[src/rtl/maps_pkg.sv]
`timescale 1ns / 1ps

package maps_pkg;

    localparam int VALUE_W = 32;
    localparam int SUM_W   = 33;
    localparam int INDEX_W = 10;

    typedef enum logic [1:0] {
        STATUS_OK    = 2'd0,
        STATUS_SHORT = 2'd1,
        STATUS_OVER  = 2'd2
    } status_t;

    typedef struct packed {
        logic valid;
        logic init;
    } pair_ctl_t;

endpackage

[src/rtl/maps_best.sv]
`timescale 1ns / 1ps

module maps_best #(
    parameter int IDXW = 10
) (
    input  logic                              clk,
    input  logic                              rst_n,
    input  maps_pkg::pair_ctl_t               ctl,
    input  logic signed [maps_pkg::SUM_W-1:0] sum,
    input  logic [IDXW-1:0]                   first,
    input  logic [IDXW-1:0]                   second,
    output logic signed [maps_pkg::SUM_W-1:0] best_sum,
    output logic [IDXW-1:0]                   best_first,
    output logic [IDXW-1:0]                   best_second
);

    logic signed [maps_pkg::SUM_W-1:0] best_sum_reg;
    logic [maps_pkg::SUM_W-1:0]        best_mag_reg;
    logic [IDXW-1:0]                   best_first_reg;
    logic [IDXW-1:0]                   best_second_reg;
    logic [maps_pkg::SUM_W-1:0]        mag;
    logic                              take;

    // The magnitude of the most negative sum still fits as an unsigned 33-bit value.
    assign mag  = sum[maps_pkg::SUM_W-1] ? (~sum + 1'b1) : sum;
    assign take = ctl.valid && (ctl.init || (mag < best_mag_reg));

    always_ff @(posedge clk or negedge rst_n)
    begin
        if (!rst_n)
        begin
            best_sum_reg    <= '0;
            best_mag_reg    <= '0;
            best_first_reg  <= '0;
            best_second_reg <= '0;
        end
        else if (take)
        begin
            best_sum_reg    <= sum;
            best_mag_reg    <= mag;
            best_first_reg  <= first;
            best_second_reg <= second;
        end
    end

    assign best_sum    = best_sum_reg;
    assign best_first  = best_first_reg;
    assign best_second = best_second_reg;

endmodule

[config.mk]
export PLATFORM = sky130hd
export DESIGN_NAME = maps_best
export DESIGN_NICKNAME = d
export VERILOG_FILES = /design/src/rtl/maps_pkg.sv /design/src/rtl/maps_best.sv
export SDC_FILE = /design/constraint.sdc
export NUM_CORES = 1
export LEC_CHECK = 0
export BUFFER_PORTS_ARGS = -buffer_cell sky130_fd_sc_hd__buf_2
export CORE_MARGIN = 2
export CORE_UTILIZATION = 54
export DETAILED_ROUTE_END_ITERATION = 6
export GPL_ROUTABILITY_DRIVEN = 0
export PLACE_DENSITY = 0.78
export SLEW_MARGIN = 15
export SYNTH_ARGS = -nofsm -noshare
export SYNTH_HDL_FRONTEND = slang
export SYNTH_SLANG_ARGS = --single-unit
[constraint.sdc]
create_clock -name clk -period 3.4 [get_ports clk]
set_clock_uncertainty 0.1 [all_clocks]
set_input_delay 0.68 -clock clk [delete_from_list [all_inputs] [get_ports clk]]
set_output_delay 0.68 -clock clk [all_outputs]
set_load 0.05 [all_outputs]
# Word level (Yosys, flattened, before mapping)
# Index checks and enable logic that the tools add are counted.
# Widths: inputs -> output; s select.
# op_classes
magnitude_cmp,1
reduce_logical,2
mux,1
bitwise,1
addsub,1
# ops
operator,count
$add 33x1->33 const B,1
$lt 33x33->1,1
$mux 33,1
$not 33->33,1
$logic_and 1x1->1,1
$logic_or 1x1->1,1
# word_totals
reg_bits,86
output_inout_bits,53

# Depth between registers and ports, before layout
# Gate-level depths: netlist of run 1.
# logic_depth
word_depth,6
ltp_mapped,16
mapped_depth_nobuf,14

# Worst setup path before layout of run 1
# No wires, ideal clock.
# synth_timing
path_type,input to register
from,input sum[3] in the netlist's numbering
to,register best_first_reg[3] (netlist: best_first[3])
setup_ns,0.125
t_arrival_ns,4.042
slack_ns,-0.867
t_required_ns,3.175
path_stages,14
cell_sequence,or3_4 or2_1 or3_4 o31ai_2 xnor2_1 ha_1 nand4_1 nor4_1 a22oi_1 a22o_1 o21ai_1 buf_2 buf_2 mux2_2
# synth_via
elab_chain_cells,6
# synth_rtl
element,line,text
"start, declared",maps_best.sv:9,"input logic signed [maps_pkg::SUM_W-1:0] sum,"
$not 33->33,maps_best.sv:25,assign mag = sum[maps_pkg::SUM_W-1] ? (~sum + 1'b1) : sum;
$add 33x1->33,maps_best.sv:25,
$mux 33,maps_best.sv:25,
via mag (one bit),maps_best.sv:21,logic [maps_pkg::SUM_W-1:0] mag;
$lt 33x33->1,maps_best.sv:26,assign take = ctl.valid && (ctl.init || (mag < best_mag_reg));
$logic_or 1x1->1,maps_best.sv:26,
$logic_and 1x1->1,maps_best.sv:26,
"end signal, assigned",maps_best.sv:41,best_first_reg <= first;
"end, declared",maps_best.sv:19,logic [IDXW-1:0] best_first_reg;
# The timed path passes the listed nets, and every way through them passes these cells.
# A chain may end at the register's enable or synchronous reset.

# Worst setup path after layout of run 1
# layout_timing
from,input sum[9] in the netlist's numbering
to,register best_second_reg[4] (netlist: best_second[4])
# layout_via
elab_chain_cells,6
# layout_rtl
element,line,text
$not 33->33,maps_best.sv:25,
$add 33x1->33,maps_best.sv:25,
$mux 33,maps_best.sv:25,
via mag (one bit),maps_best.sv:21,
$lt 33x33->1,maps_best.sv:26,
$logic_or 1x1->1,maps_best.sv:26,
$logic_and 1x1->1,maps_best.sv:26,
"end signal, assigned",maps_best.sv:42,best_second_reg <= second;
"end, declared",maps_best.sv:20,logic [IDXW-1:0] best_second_reg;
# The timed path passes the listed nets, and every way through them passes these cells.

==> flow_metrics.env, run 1 <==
export IMPL_yosysTopAreaCellShare=0.451
export IMPL_dpl_hpwl_mm=8.00
export IMPL_layout_area_overhead_vs_synth_pct=49.3
export IMPL_fin_crit_ps=4140
export IMPL_p_total_uw=6550
export IMPL_grt_max_degree=53
export IMPL_grt_pass1_wl_mm=20.7
export IMPL_run_status="complete, but fails checks"
export IMPL_critPathMaxFanout=12
export IMPL_cts_root_buffer="clkbuf_8"
export IMPL_end_kind="register"
export IMPL_clkTransAtPathRegs_ps=100
export IMPL_vias_per_cell=5.66
export IMPL_fin_setup_tns_ps=-58820
export IMPL_min_path_type="in -> async"
export IMPL_core_sq_mm=0.00859
export IMPL_required_ps=3570
export IMPL_wl_per_cell_um=20.2
export IMPL_p_leak_uw=0.00349
export IMPL_fillers=441
export IMPL_setup_slack_ps=-735
export IMPL_regToRegStartpoint="best_mag_reg[4]$_DFFE_PN0P_"
export IMPL_grt_ovfl_total=0
export IMPL_max_freq_mhz=242
export IMPL_netlist_instances=392
export IMPL_rows=34
export IMPL_synth_area_sq_mm=0.00472
export IMPL_cts_sinks=85
export IMPL_cap_viol_max_count=0
export IMPL_io_pins=110
export IMPL_yosysMostFrequentCell="dfrtp_1"
export IMPL_critPathLaunchType="primary input"
export IMPL_dr_pass1_iters=5
export IMPL_fin_crit_sh=1.22
export IMPL_cp_cell_sequence="buf_6 > or4_4 > nor4_4 > nand2_1 > o31ai_1 > xnor2_1 > ha_1 > and4_1 > and4_4 > nand3_1 > o211a_1 > o21ai_4 > buf_12 > clkbuf_16 > mux2_2"
export IMPL_rsz0062_at_grt="true"
export IMPL_reg2reg_depth=10
export IMPL_synth_warnings=0
export IMPL_critPathTopFamily="simple AND/OR/NAND/NOR gates"
export IMPL_r2r_end="best_second[4]$_DFFE_PN0P_"
export IMPL_start_util=0.549
export IMPL_cts_tree="done"
export IMPL_hold_viol_final=0
export IMPL_ys_ff_latch=85
export IMPL_final_nets=693
export IMPL_synth_area_leaders="dfrtp_1 45%, mux2_2 20%, ha_1 8.8%"
export IMPL_grt_pass1_vias=4177
export IMPL_r2r_slack_ps=690
export IMPL_p_per_area_mw_per_mm2=930
export IMPL_worstSetupPathType="in -> reg"
export IMPL_drc=0
export IMPL_syn_nets=482
export IMPL_htree_num_levels=3
export IMPL_ant_nets=0
export IMPL_ys_seq_area_frac=0.451
export IMPL_die_y_um=97.5
export IMPL_place_inst=655
export IMPL_worst_slew_pin_slew_ps=689
export IMPL_place_ws_ps=-1080
export IMPL_post_route_util=0.819
export IMPL_final_cells=716
export IMPL_arrival_ps=4310
export IMPL_groute_usage_overall=0.269
export IMPL_drive_gt1_frac=0.587
export IMPL_path_buf_inv=3
export IMPL_clockBufferDepth=2
export IMPL_yosys_top_cells_count="85 x dfrtp_1, 84 x mux2_2, 34 x inv_1"
export IMPL_max_stage_delay_ps=590
export IMPL_yosysUniqueCellTypes=42
export IMPL_setup_viol=85
export IMPL_yosysTopAreaCell="dfrtp_1"
export IMPL_io_buffers=109
export IMPL_slew_headroom=0.540
export IMPL_seqCellArea_sq_mm=0.00213
export IMPL_drt_total_wl_mm=14.5
export IMPL_drtIter0Drc=151
export IMPL_cts_buffers_inserted=9
export IMPL_avgSynthCellArea_sq_um=12.0
export IMPL_largest_reg_flops=33
export IMPL_violations="negative setup slack"
export IMPL_ir_worst_vdd_mv=0.755
export IMPL_antenna_found_initial=0
export IMPL_crit_start="sum[9]"
export IMPL_async_flop_share=1.00
export IMPL_die_area_sq_mm=0.00950
export IMPL_cpMaxStageDelayCell="or4_4"
export IMPL_synth_edf_count=0
export IMPL_ys_flop_type="dfrtp_1"
export IMPL_diodes=0
export IMPL_die_w_um=97.5
export IMPL_via_count=4052
export IMPL_multi_input_comb_area_sq_mm=0.00287
export IMPL_clkLatencyLatePin_ps=380
export IMPL_drv_slew=0
export IMPL_cts_hold_buffers=0
-- layer usage --
| metal | up-vias | track usage | share of wire |
|---|---|---|---|
| met5 | - | 0 | 0 |
| met4 | 0 | 0.0929 | 0.030 |
| met3 | 36 | 0.0547 | 0.055 |
| met2 | 171 | 0.453 | 0.52 |
| met1 | 2027 | 0.348 | 0.39 |
| li1 | 1818 | - | - |
-- power breakdown --
part / leakage (uW) / internal, uW / switching [uW]
combinational: 0.00238 / 1640 / 2270
clock: 0.000112 / 426 / 430
sequential: 0.000993 / 1500 / 287
total: 0.00349 / 3570 / 2980
-- per-stage QoR --
step                      hold WS [ps]  cell area [sq um]
after global placement             376               5830
after detailed placement           388               5830
after CTS                          276               6660
after global routing               322               7040
after floorplan                    284               4760
final                              246               7040
-- area by class of cell --
class / instances / share of cell area
multi-input cells: 260 / 0.407
flip-flops and latches: 85 / 0.302
repair buffers: 213 / 0.221
well taps: 108 / 0.0192
inverters: 34 / 0.0181
clock buffers: 9 / 0.0176
clock inverters: 7 / 0.0149
-- layout by cell type (no fill, tap or decap), types with 3 or more instances in the layout --
master | Yosys | layout
buf_2 | 9 | 104
buf_4 | 1 | 90
dfrtp_1 | 85 | 85
mux2_4 | 0 | 52
inv_1 | 34 | 34
mux2_2 | 84 | 33
ha_1 | 33 | 32
xnor2_1 | 30 | 26
nand2_1 | 20 | 17
a21oi_1 | 15 | 13
clkbuf_8 | 0 | 9
o21ai_1 | 6 | 8
o21ai_0 | 10 | 7
buf_6 | 0 | 6
or3_4 | 4 | 5
o31ai_1 | 6 | 5
clkbuf_16 | 0 | 5
or4_4 | 2 | 4
o41ai_4 | 0 | 4
o31ai_4 | 0 | 4
xnor2_2 | 0 | 4
nand2b_1 | 3 | 3
nor4_4 | 0 | 3
nor3_1 | 3 | 3
and4_1 | 5 | 3
nand4_1 | 3 | 3
buf_8 | 0 | 3
buf_16 | 0 | 3
-- how the worst max path moves through the flow --
stage	to	depth (start not counted)
global placement	best_mag_reg[2]$_DFFE_PN0P_	15
CTS	best_second[7]$_DFFE_PN0P_	15
finish	best_second[4]$_DFFE_PN0P_	15
floorplan	best_first[3]$_DFFE_PN0P_	14
detailed placement	best_sum[4]$_DFFE_PN0P_	14
global route	best_mag_reg[21]$_DFFE_PN0P_	15
-- repair_timing --
item | in CTS | in global routing
resized for setup | 55 | 52
endpoints found under the setup margin | 85 | 85
setup buffers | 34 | 4
hold endpoints to repair | 0 | 0
pin swaps | 6 | 5
gates cloned | 1 | 7
-- cell families (layout without fill, tap and decap cells) --
family | Yosys count | after routing | share of synthesized area
adder cells (fa/ha/maj) | 33 | 33 | 0.0876
multiplexers | 85 | 85 | 0.203
AND/OR/NAND/NOR | 59 | 59 | 0.0812
flip-flops | 85 | 85 | 0.451
AO/OA/AOI/OAI | 53 | 53 | 0.0809
buffers and inverters | 47 | 263 | 0.0406
XOR/XNOR | 30 | 30 | 0.0557
No activity file was read; power rests on OpenSTA's default activity.
==> run 2: changes to the inputs <==
--- a/config.mk
+++ b/config.mk
@@ -11,6 +11,7 @@
 export DETAILED_ROUTE_END_ITERATION = 6
 export GPL_ROUTABILITY_DRIVEN = 0
 export PLACE_DENSITY = 0.78
+export SKIP_LAST_GASP = 1
 export SLEW_MARGIN = 15
 export SYNTH_ARGS = -nofsm -noshare
 export SYNTH_HDL_FRONTEND = slang
==> run 2 against run 1 <==
Against the previous run:
- the flow still finishes with violations (negative setup slack)
- sequential power barely moved
- maximum frequency down 3.3%
- critical path type unchanged
- register-to-register slack got worse by 80 ps
- combinational power down 1%
- critical path depth is 1 higher
- global-route usage fell by 0.46 points
- worst hold slack better by 3.3 ps
- sequential share of layout area grew 0.21 points
==> flow_metrics.env, run 2 (synthesis results as in run 1) <==
export IMPL_run_status="complete, but fails checks"
export IMPL_violations="negative setup slack"
export IMPL_final_cells=719
export IMPL_crit_end="best_sum[32]$_DFFE_PN0P_"
export IMPL_io_buffers=109
export IMPL_cts_root_buffer="clkbuf_8"
export IMPL_fin_crit_sh=1.26
export IMPL_drv_slew=0
export IMPL_cts_hold_buffers=0
export IMPL_critPathLaunchType="primary input"
export IMPL_hold_viol_final=0
export IMPL_diodes=0
export IMPL_intPower_uw=3520
export IMPL_p_total_uw=6510
export IMPL_switching_power_uw=2990
export IMPL_vias_per_cell=5.76
export IMPL_worst_slew_pin_slew_ps=709
export IMPL_die_area_sq_mm=0.00950
export IMPL_p_comb_frac=0.593
export IMPL_drtIter0Drc=240
export IMPL_rows=34
export IMPL_dpl_hpwl_mm=8.00
export IMPL_drive_gt1_frac=0.588
export IMPL_swShare=0.459
export IMPL_arrival_ps=4430
export IMPL_rsz0062_at_grt="true"
export IMPL_clkTransAtPathRegs_ps=100
export IMPL_worstSetupPathType="in -> reg"
export IMPL_antenna_found_initial=0
export IMPL_layout_common_cells="104 x buf_2, 94 x buf_4, 85 x dfrtp_1, 47 x mux2_2, 38 x mux2_4"
export IMPL_cts_buffers_inserted=9
export IMPL_clockBufferDepth=2
export IMPL_dr_pass1_iters=4
export IMPL_seq_power_share=0.275
export IMPL_reg2reg_depth=10
export IMPL_htree_num_levels=3
export IMPL_fin_crit_ps=4270
export IMPL_core_sq_mm=0.00859
export IMPL_via_count=4143
export IMPL_start_util=0.549
export IMPL_die_w_um=97.5
export IMPL_final_common_cell="buf_2"
export IMPL_fin_setup_tns_ps=-70280
export IMPL_max_freq_mhz=234
export IMPL_cpMaxStageDelayCell="or4_4"
export IMPL_clkLatencyLatePin_ps=370
export IMPL_required_ps=3560
export IMPL_hold_slack_ps=249
export IMPL_r2r_slack_ps=610
export IMPL_cts_tree="done"
export IMPL_critPathMaxFanout=12
export IMPL_r2r_end="best_sum[32]$_DFFE_PN0P_"
export IMPL_regToRegStartpoint="best_mag_reg[15]$_DFFE_PN0P_"
export IMPL_io_pins=110
export IMPL_wl_per_cell_um=20.9
export IMPL_cp_cell_sequence="buf_2 > or4_4 > buf_4 > nor2_2 > nand2_1 > o41ai_4 > xnor2_1 > ha_1 > and4_1 > and4_4 > nand3_1 > o211a_1 > o21ai_4 > buf_12 > clkbuf_16 > mux2_2"
export IMPL_ir_worst_vdd_mv=0.699
export IMPL_cts_sinks=85
export IMPL_slew_headroom=0.527
export IMPL_cap_viol_max_count=0
export IMPL_largest_reg_flops=33
export IMPL_setup_slack_ps=-874
export IMPL_power_share_clock=0.132
export IMPL_die_y_um=97.5
export IMPL_setup_viol=85
export IMPL_grt_max_degree=53
export IMPL_post_route_util=0.814
export IMPL_grt_ovfl_total=0
export IMPL_max_stage_delay_ps=570
export IMPL_grt_pass1_vias=4196
export IMPL_p_leak_uw=0.00344
export IMPL_grt_pass1_wl_mm=20.4
export IMPL_drt_total_wl_mm=15.0
export IMPL_place_inst=655
export IMPL_final_nets=696
export IMPL_drc=0
export IMPL_min_path_type="in -> async"
export IMPL_ant_nets=0
export IMPL_groute_usage_overall=0.265
export IMPL_p_per_area_mw_per_mm2=931
export IMPL_crit_start="sum[14]"
export IMPL_layout_area_overhead_vs_synth_pct=48.3
export IMPL_end_kind="register"
[run 2: routing by layer]
metal,vias up,wire (um),track usage
li1,1826,-,-
met1,2012,5860,0.343
met2,231,7310,0.444
met3,74,1000,0.0554
met4,0,867,0.0897
met5,-,0,0
[run 2: area by class of cell]
class	instances	area, sq um
multi-input cells	260	2790
flip-flops and latches	85	2130
fillers	452	1600
repair buffers	216	1590
well taps	108	135
inverters	34	128
clock buffers	9	124
clock inverters	7	105
[run 2: critical path, delay by kind of cell]
family                     cells  cell delay (ps)
muxes                          1              350
and+or+nand+nor                6             1550
adders and majority gates      1              320
xor gates and xnor gates       1              170
AOI/OAI and AO/OA              3              720
buffers and inverters          4              640
[run 2: through the flow]
| stage | setup WS, ps | cell area, sq um |
|---|---|---|
| final | -874 | 6990 |
| after global routing | -927 | 6990 |
| after CTS | -567 | 6620 |
| after detailed placement | -1080 | 5830 |
| after global placement | -1060 | 5830 |
| after floorplan | -581 | 4760 |
[run 2: timing repair]
action | CTS | global route
setup buffers | 34 | 7
endpoints found under the setup margin | 85 | 85
pin swaps | 6 | 13
gates resized for setup | 45 | 44
gates cloned | 1 | 7
[run 2: power by group through the flow]
stage	clock, uW	combinational (uW)	sequential, uW
6_report	858	3860	1790
5_1_grt	910	4050	1840
4_1_cts	849	3330	1750
3_5_place_dp	0	3070	1760
3_3_place_gp	0	2990	1730
2_1_floorplan	0	1270	2780
[run 2: worst min-delay path by stage]
stage / end / slack, ps
after CTS: best_sum[14]$_DFFE_PN0P_ / 280
after global routing: best_sum[20]$_DFFE_PN0P_ / 310
after detailed placement: best_second[5]$_DFFE_PN0P_ / 390
final: best_sum[14]$_DFFE_PN0P_ / 250
after floorplan: best_first[0]$_DFFE_PN0P_ / 280
after global placement: best_mag_reg[32]$_DFFE_PN0P_ / 380
==> run 3: changes to the inputs <==
--- a/config.mk
+++ b/config.mk
@@ -6,6 +6,8 @@
 export NUM_CORES = 1
 export LEC_CHECK = 0
 export BUFFER_PORTS_ARGS = -buffer_cell sky130_fd_sc_hd__buf_2
+export CAP_MARGIN = 0
+export CORE_ASPECT_RATIO = 1.75
 export CORE_MARGIN = 2
 export CORE_UTILIZATION = 54
 export DETAILED_ROUTE_END_ITERATION = 6
==> run 3 against run 2 <==
Against the previous run:
- the run still ends with negative setup slack left
- die area up 0.31%
- non-clock buffer count down 19
- flip-flop and latch count unchanged
- worst setup slack better by 7.8 ps
- critical path depth down 1
- clock power up 21%
- cell area up 0.36%
- sequential share of layout area down 0.11 points
- cell count down 1.4%
- critical path type unchanged
==> flow_metrics.env, run 3 (synthesis results as in run 1) <==
export IMPL_clkLatencyLatePin_ps=350
export IMPL_run_status="complete, but fails checks"
export IMPL_cp_cell_sequence="buf_6 > or3_4 > or2_4 > or3_4 > o31ai_4 > xnor2_2 > ha_1 > nand4_1 > nor4_2 > nand3_1 > o211a_1 > o21ai_4 > buf_12 > buf_12 > mux2_2"
export IMPL_vias_per_cell=5.70
export IMPL_layout_area_overhead_vs_synth_pct=48.8
export IMPL_clockBufferDepth=2
export IMPL_r2r_slack_ps=630
export IMPL_cts_hold_buffers=0
export IMPL_die_y_um=128
export IMPL_fin_crit_sh=1.25
export IMPL_arrival_ps=4390
export IMPL_drtIter0Drc=219
export IMPL_p_leak_uw=0.00346
export IMPL_htree_num_levels=3
export IMPL_rsz0062_at_grt="true"
export IMPL_dpl_hpwl_mm=8.26
export IMPL_slew_headroom=0.631
export IMPL_groute_usage_overall=0.258
export IMPL_end_kind="register"
export IMPL_die_w_um=74.6
export IMPL_worst_slew_pin_slew_ps=553
export IMPL_clkTransAtPathRegs_ps=70
export IMPL_cts_buffers_inserted=9
export IMPL_io_pins=110
export IMPL_final_common_cell="buf_2"
export IMPL_wl_per_cell_um=20.1
export IMPL_violations="negative setup slack"
export IMPL_grt_pass1_wl_mm=18.8
export IMPL_layout_common_cells="104 x buf_2, 85 x dfrtp_1, 73 x buf_4, 61 x mux2_4, 34 x inv_1"
export IMPL_cap_viol_max_count=0
export IMPL_core_sq_mm=0.00856
export IMPL_cpMaxStageDelayCell="or3_4"
export IMPL_critPathLaunchType="primary input"
export IMPL_max_freq_mhz=234
export IMPL_drc=0
export IMPL_critPathTopFamily="simple AND/OR/NAND/NOR gates"
export IMPL_start_util=0.551
export IMPL_p_total_uw=6740
export IMPL_worstSetupPathType="in -> reg"
export IMPL_grt_max_degree=42
export IMPL_setup_slack_ps=-867
export IMPL_diodes=0
export IMPL_via_count=4038
export IMPL_min_path_type="in -> async"
export IMPL_grt_pass1_vias=4121
export IMPL_largest_reg_flops=33
export IMPL_setup_viol=85
export IMPL_p_per_area_mw_per_mm2=960
export IMPL_post_route_util=0.820
export IMPL_drive_gt1_frac=0.573
export IMPL_ant_nets=0
export IMPL_critPathMaxFanout=8
export IMPL_fillers=474
export IMPL_drt_total_wl_mm=14.2
export IMPL_final_nets=677
export IMPL_path_buf_inv=3
export IMPL_cts_sinks=85
export IMPL_drv_slew=0
export IMPL_ir_worst_vdd_mv=0.728
export IMPL_dr_pass1_iters=5
export IMPL_die_area_sq_mm=0.00953
export IMPL_required_ps=3520
export IMPL_cts_tree="done"
export IMPL_cts_root_buffer="clkbuf_16"
export IMPL_hold_viol_final=0
export IMPL_antenna_found_initial=0
export IMPL_io_buffers=109
export IMPL_rows=45
export IMPL_grt_ovfl_total=0
export IMPL_fin_crit_ps=4270
export IMPL_max_stage_delay_ps=430
-- run 3: cell types whose count changed in the layout (fill, tap and decap cells not counted), sizes merged --
| cell | delta |
|---|---|
| clkinv | -1 |
| bufinv | -1 |
| clkinvlp | +2 |
| inv | -1 |
| buf | -19 |
| clkbuf | +1 |
-- run 3: routing by layer --
layer / vias to the layer above / GRT usage / wire length (um)
met5: - / 0 / 0
met4: 0 / 0.145 / 563
met3: 49 / 0.0489 / 628
met2: 160 / 0.449 / 7710
met1: 2044 / 0.283 / 5350
li1: 1785 / - / -
-- run 3: final cells by class --
type | count | area, sq um | share of cell area
clock inverter | 6 | 70.1 | 0.00999
timing repair buffer | 197 | 1480 | 0.211
inverter | 34 | 128 | 0.0182
multi-input combinational | 260 | 2830 | 0.403
sequential | 85 | 2130 | 0.303
clock buffer | 10 | 239 | 0.0341
tap | 117 | 146 | 0.0209
-- run 3: per-stage QoR --
step / instances / worst slack [ps] / hold WS, ps / area, sq um / setup TNS (ps)
after floorplan: 392 / -581 / 284 / 4760 / -47090
after global placement: 673 / -1020 / 375 / 5910 / -85630
after detailed placement: 673 / -1110 / 386 / 5910 / -91450
after CTS: 698 / -695 / 233 / 6490 / -56530
after global routing: 709 / -1010 / 258 / 7020 / -81730
final: 709 / -867 / 218 / 7020 / -69140
-- run 3: repair_timing --
item,in CTS,in global routing
endpoints found under the setup margin,85,85
cloned,3,6
resized for setup,30,81
setup buffers,6,7
pin swaps,15,22
-- run 3: final timing paths --
kind	cells after the start	from	to
min	1	rst_n	best_mag_reg[16]$_DFFE_PN0P_
min in group clk	1	best_sum[23]$_DFFE_PN0P_	best_sum[23]$_DFFE_PN0P_
max reg2reg	10	best_mag_reg[14]$_DFFE_PN0P_	best_mag_reg[12]$_DFFE_PN0P_
min reg2reg	1	best_sum[23]$_DFFE_PN0P_	best_sum[23]$_DFFE_PN0P_
max in group asynchronous	2	rst_n	best_sum[15]$_DFFE_PN0P_
max	15	sum[4]	best_mag_reg[12]$_DFFE_PN0P_
-- run 3: where the power goes --
part / internal [uW] / switching [uW] / total [uW]
clock: 595 / 445 / 1040
sequential: 1500 / 294 / 1800
combinational: 1660 / 2240 / 3900
total: 3760 / 2980 / 6740
